### config.mk
export PLATFORM = sky130hd
export DESIGN_NAME = adss_cell
export DESIGN_NICKNAME = d
export VERILOG_FILES = /design/src/hw/rtl/array_deque_shift_store_defines.svh /design/src/hw/rtl/adss_pkg.sv /design/src/hw/rtl/adss_cell.sv
export SDC_FILE = /design/constraint.sdc
export NUM_CORES = 1
export LEC_CHECK = 0
export BUFFER_PORTS_ARGS = -buffer_cell sky130_fd_sc_hd__buf_2
export CORE_MARGIN = 4
export CORE_UTILIZATION = 49
export DETAILED_ROUTE_END_ITERATION = 10
export PLACE_DENSITY = 0.87
export REMOVE_ABC_BUFFERS = 1
export SYNTH_ARGS = -nofsm -noshare
export SYNTH_HDL_FRONTEND = slang
export SYNTH_SLANG_ARGS = --single-unit
### constraint.sdc
create_clock -name clk -period 10.3 [get_ports clk]
set_clock_uncertainty 0.05 [all_clocks]
set_input_delay 1.03 -clock clk [delete_from_list [all_inputs] [get_ports clk]]
set_output_delay 1.03 -clock clk [all_outputs]
set_load 0.02 [all_outputs]
### src/hw/rtl/array_deque_shift_store_defines.svh
// Assertion macros used by the one RTL file that carries checks.
// Each macro expects signals named clk and rst_n in the using scope.
`ifndef ARRAY_DEQUE_SHIFT_STORE_DEFINES_SVH
`define ARRAY_DEQUE_SHIFT_STORE_DEFINES_SVH

// Same-cycle implication, disabled while reset is asserted.
`define ADSS_ASSERT_IMP(lbl, ante, cons, msg) \
  lbl: assert property (@(posedge clk) disable iff (!rst_n) (ante) |-> (cons)) \
    else $error(msg);

// Next-cycle implication, disabled while reset is asserted.
`define ADSS_ASSERT_NXT(lbl, ante, cons, msg) \
  lbl: assert property (@(posedge clk) disable iff (!rst_n) (ante) |=> (cons)) \
    else $error(msg);

`endif

### src/hw/rtl/adss_pkg.sv
`timescale 1ns / 1ps

package adss_pkg;

  localparam int DEPTH      = 128;
  localparam int DATA_WIDTH = 32;
  localparam int CNT_W      = $clog2(DEPTH + 1);
  localparam int POS_W      = 8;
  localparam int CMP_W      = (CNT_W > POS_W) ? CNT_W : POS_W;
  localparam int GROUP      = 16;
  localparam int NUM_GROUPS = (DEPTH + GROUP - 1) / GROUP;

  typedef logic [DATA_WIDTH-1:0] data_t;
  typedef logic [CNT_W-1:0]      cnt_t;
  typedef logic [CMP_W-1:0]      cmp_t;

  typedef enum logic [3:0] {
    FN_PUSH_FRONT = 4'd0,
    FN_PUSH_BACK  = 4'd1,
    FN_POP_FRONT  = 4'd2,
    FN_POP_BACK   = 4'd3,
    FN_INSERT     = 4'd4,
    FN_ERASE      = 4'd5,
    FN_CLEAR      = 4'd6,
    FN_RESIZE     = 4'd7,
    FN_ASSIGN     = 4'd8,
    FN_READ       = 4'd9
  } func_code_t;

  typedef enum logic [1:0] {
    ST_OK    = 2'd0,
    ST_FULL  = 2'd1,
    ST_EMPTY = 2'd2,
    ST_BAD   = 2'd3
  } status_t;

  typedef enum logic [1:0] {
    CMD_HOLD  = 2'd0,
    CMD_OPEN  = 2'd1,
    CMD_CLOSE = 2'd2,
    CMD_RANGE = 2'd3
  } cmd_kind_t;

  typedef struct packed {
    cmd_kind_t kind;
    cnt_t      pos;
    cnt_t      lo;
    cnt_t      hi;
    data_t     value;
  } cmd_t;

  function automatic data_t to_data(input logic signed [31:0] v);
    logic signed [63:0] t;
    t = 64'(v);
    return t[DATA_WIDTH-1:0];
  endfunction

  function automatic logic signed [31:0] from_data(input data_t d);
    logic signed [63:0] t;
    t = 64'($signed(d));
    return t[31:0];
  endfunction

endpackage

### src/hw/rtl/adss_cell.sv
`timescale 1ns / 1ps

module adss_cell import adss_pkg::*; (
  input  logic  clk,
  input  cmd_t  cmd,
  input  cnt_t  idx,
  input  data_t left_data,
  input  data_t right_data,
  output data_t data
);

  data_t data_r;
  data_t data_nxt;

  always_comb begin
    data_nxt = data_r;
    unique case (cmd.kind)
      CMD_HOLD: begin
        data_nxt = data_r;
      end
      CMD_OPEN: begin
        if (idx > cmd.pos) begin
          data_nxt = left_data;
        end else if (idx == cmd.pos) begin
          data_nxt = cmd.value;
        end
      end
      CMD_CLOSE: begin
        if (idx >= cmd.pos) begin
          data_nxt = right_data;
        end
      end
      CMD_RANGE: begin
        if ((idx >= cmd.lo) && (idx < cmd.hi)) begin
          data_nxt = cmd.value;
        end
      end
      default: begin
        data_nxt = data_r;
      end
    endcase
  end

  always_ff @(posedge clk) begin
    data_r <= data_nxt;
  end

  assign data = data_r;

endmodule

==> implementation parameters <==
Parameter                              Value

Routing
  Routed length per instance ... 16.0 um
  Number of iterations in the first detailed-routing pass ... 6
  Total routed wirelength ... between 8000 and 9000 um
  Count of routing violations after the opening detailed-route iteration ... between 150 and 200
  Routed vias ... between 2k and 3k
  Residual DRC count ... 0
  Final ANT Viol Nets ... 0
  Via count normalized by instance count ... about 5.5

GRT
  Total GRT Usage ... between 20% and 30%
  Overflow left after global routing ... 0
  Antenna violations before repair ... 0
  Maximum number of pins on one net before global-route repair ... 70
  Vias in the first global route ... 3,043
  First-pass GRT wire length ... between 10,000 and 15,000 um

Die
  Horizontal die dimension ... 85.2 um
  Std-Cell Rows ... 27
  Full die area ... between 0.007 and 0.008 mm2
  Core area ... between 0.005 and 0.006 mm2
  Height of the die ... between 80 and 90 um
  Starting density of the core ... about half
  Top-Level Pins ... roughly 160

Layout
  Nets ... 603
  Antenna diodes ... 0
  Sequential Area ... roughly 960 um2
  Area Overhead vs Synth ... 30.4%
  Fraction of layout instances using a drive strength above 1 ... roughly 46%
  Flip-flop count of the largest register after layout ... 32
  Multi-input gate area in the final layout ... around 0.0018 mm2
  Filler cells ... 456

Clocking
  Number of buffers inserted by hold repair at cts ... 0
  Clock tree root driver cell ... sky130_fd_sc_hd__clkbuf_8
  Sink Count ... 32
  CTS buffer count ... 5
  Post-CTS sizing ... 0
  Count of H-tree levels built during CTS ... 2
  Clock Pin Slew Worst Setup and Hold Paths ... approximately 0.070 ns
  TritonCTS clock tree ... done
  Number of buffers on the longest clock path ... 2
  Number of setup buffers added after CTS ... 0

Synthesis
  Dominant cells by area after synthesis ... sky130_fd_sc_hd__edfxtp_1 33%, sky130_fd_sc_hd__o211ai_2 13%, sky130_fd_sc_hd__ha_1 9.9%, sky130_fd_sc_hd__a22oi_1 8.0%, sky130_fd_sc_hd__nor2b_1 7.5%
  Share of async-settable or async-resettable flops after synthesis ... 0%
  Post-synth cell types ... 32
  Flip-flop cell with the highest count after synthesis ... sky130_fd_sc_hd__edfxtp_1
  Leading area contributor after synthesis ... sky130_fd_sc_hd__edfxtp_1
  Synth Area per Inst ... ~9.7 um2
  Netlist area before placement ... 0.00292 mm2
  Number of register bits inferred by synthesis ... 32
  Synth warn ... 0
  Number of enable flip-flop cells after synthesis ... 32
  Post-synthesis sequential area ratio ... between 30% and 40%
  Number of standard cells after synthesis ... 300
  Cell with the most instances after synthesis ... sky130_fd_sc_hd__nor2b_1
  Commonest cells in the synthesized netlist ... 35 x sky130_fd_sc_hd__nor2b_1, 34 x sky130_fd_sc_hd__o21ai_0, 33 x sky130_fd_sc_hd__nand2b_1
  Area share of the leading cell type in the synthesized netlist ... about 33%

Power
  Static Leakage ... 1.77 nW
  Worst vdd ir ... around 0.07 mV
  Power density over the cells ... about 110 mW/mm2
  Net switching power figure ... around 0.15 mW
  Share of total power in sequential cells ... 40.9%
  Total internal power ... between 0.2 and 0.3 mW
  Net switching fraction of the power ... between 30% and 40%
  Part of the power in the clock network ... ~21%
  Pwr Total ... roughly 0.44 mW
  Combinational Power Share ... around two fifths

Setup path
  Buf+Inv Stages, Crit Path ... 1
  CP arrival ... about 3.8 ns
  Type of destination of the critical path ... flop
  Critical setup path kind ... input port to flop
  Critical Path Source Type ... input port
  CP cell instances ... buf_2, ha_1, nor2b_1, o211ai_2, a211oi_4, or2_2, o211ai_1
  Critical path's slowest cell ... sky130_fd_sc_hd__a211oi_4
  Cell class contributing the biggest share of worst-path delay ... compound AO/OA/AOI/OAI gates
  Delay contributed by the slowest stage of the critical path ... roughly 0.91 ns
  Critical path peak fanout ... 33
  Worst Path Required ... between 10 and 15 ns

Worst hold path
  Kind of path behind the tightest hold check ... input port to flop

Run status
  Status ... complete, no violations

Timing
  Tcrit/Tclk final ... a little under two fifths
  F_max ... ~260 MHz
  Worst Tran Pin Value ... roughly 1.1 ns
  Relative slew margins ... between 20% and 30%
  Setup_tns ... 0 ns
  Number of setup violations in the final report ... 0
  Final Max Slew Viols ... 0
  Hold violation count in the final report ... 0
  Unrepaired setup endpoints after global routing ... no
  Minimum clock period ... roughly 3.8 ns

Run
  Max-Cap Viols ... 0

Place
  Placer Congestion ... 0.878
  Placed wire-length estimate ... 6360 um
  PortBufs ... ~160
-- worst min-delay path, delay by kind of cell --
kind | cells | cell delay [ns]
buffers and inverters | 1 | 0.08
AO/OA/AOI/OAI | 2 | 0.12
-- cells by family (layout without fill, tap and decap cells) --
logic type / count (synthesis) / after routing / share of synthesized area [%]
compound gates: 115 / 115 / 31.8
fa+ha+maj: 23 / 23 / 9.85
flops: 32 / 32 / 32.9
simple gates: 84 / 84 / 17.4
buf+inv: 46 / 196 / 8.05
-- layout by cell type (no fill, tap or decap), types with 2 or more instances in the layout --
| cell | Yosys | final |
|---|---|---|
| sky130_fd_sc_hd__edfxtp_1 | 32 | 32 |
| sky130_fd_sc_hd__buf_4 | 0 | 4 |
| sky130_fd_sc_hd__a31oi_1 | 2 | 2 |
| sky130_fd_sc_hd__a21o_1 | 2 | 2 |
| sky130_fd_sc_hd__nor2b_2 | 0 | 2 |
| sky130_fd_sc_hd__a22oi_1 | 31 | 31 |
| sky130_fd_sc_hd__nand2_1 | 2 | 2 |
| sky130_fd_sc_hd__clkbuf_1 | 15 | 2 |
| sky130_fd_sc_hd__buf_2 | 5 | 162 |
| sky130_fd_sc_hd__nand2b_1 | 33 | 33 |
| sky130_fd_sc_hd__ha_1 | 23 | 23 |
| sky130_fd_sc_hd__nor2_1 | 7 | 7 |
| sky130_fd_sc_hd__nor2b_1 | 35 | 33 |
| sky130_fd_sc_hd__inv_1 | 22 | 22 |
| sky130_fd_sc_hd__o211ai_2 | 31 | 31 |
| sky130_fd_sc_hd__o21ai_0 | 34 | 34 |
| sky130_fd_sc_hd__nand4_1 | 2 | 2 |
| sky130_fd_sc_hd__a21oi_1 | 5 | 5 |
| sky130_fd_sc_hd__a211oi_1 | 2 | 2 |
| sky130_fd_sc_hd__clkbuf_8 | 0 | 5 |
-- final timing paths --
path                           start        to  cells after the start
worst max-delay path          idx[1]   data[3]                      7
worst min-delay path  right_data[21]  data[21]                      3
-- power groups by stage --
| stage | sequential [mW] | combinational (mW) | clock, mW |
|---|---|---|---|
| floorplan | 0.212 | 0.0660 | 0 |
| global placement | 0.180 | 0.164 | 0 |
| detailed placement | 0.181 | 0.168 | 0 |
| CTS | 0.179 | 0.169 | 0.0924 |
| global route | 0.180 | 0.183 | 0.0979 |
| finish | 0.178 | 0.168 | 0.0896 |
-- per-layer routing --
metal	GRT usage, %	vias up	wire (um)	part of all wire (%)
li1	-	1408	-	-
met1	25.7	1312	3180	38
met2	40.6	148	4190	50
met3	5.05	16	816	9.8
met4	8.20	0	170	2.0
met5	0	-	0	0
-- area by class of cell --
cell class                      instances  area share, %
Multi-Input combinational cell        222           46.1
Sequential cell                        32           25.2
Timing Repair Buffer                  166           22.1
Tap cell                               72           2.36
Inverter                               22           2.17
Clock buffer                            7           2.00
Clock inverter                          1         0.0985
-- stage by stage --
step	hold slack (ns)	utilization (%)	cells	instance area [um2]	setup slack [ns]
finish	1.01	67.6	522	3810	6.48
global route	1.02	67.6	522	3810	6.26
CTS	1.00	67.6	522	3810	6.48
detailed placement	1.29	66.1	514	3730	6.20
global placement	1.29	66.1	514	3730	6.23
floorplan	1.20	-	276	2770	5.47
(Power assumes the default switching activity.)
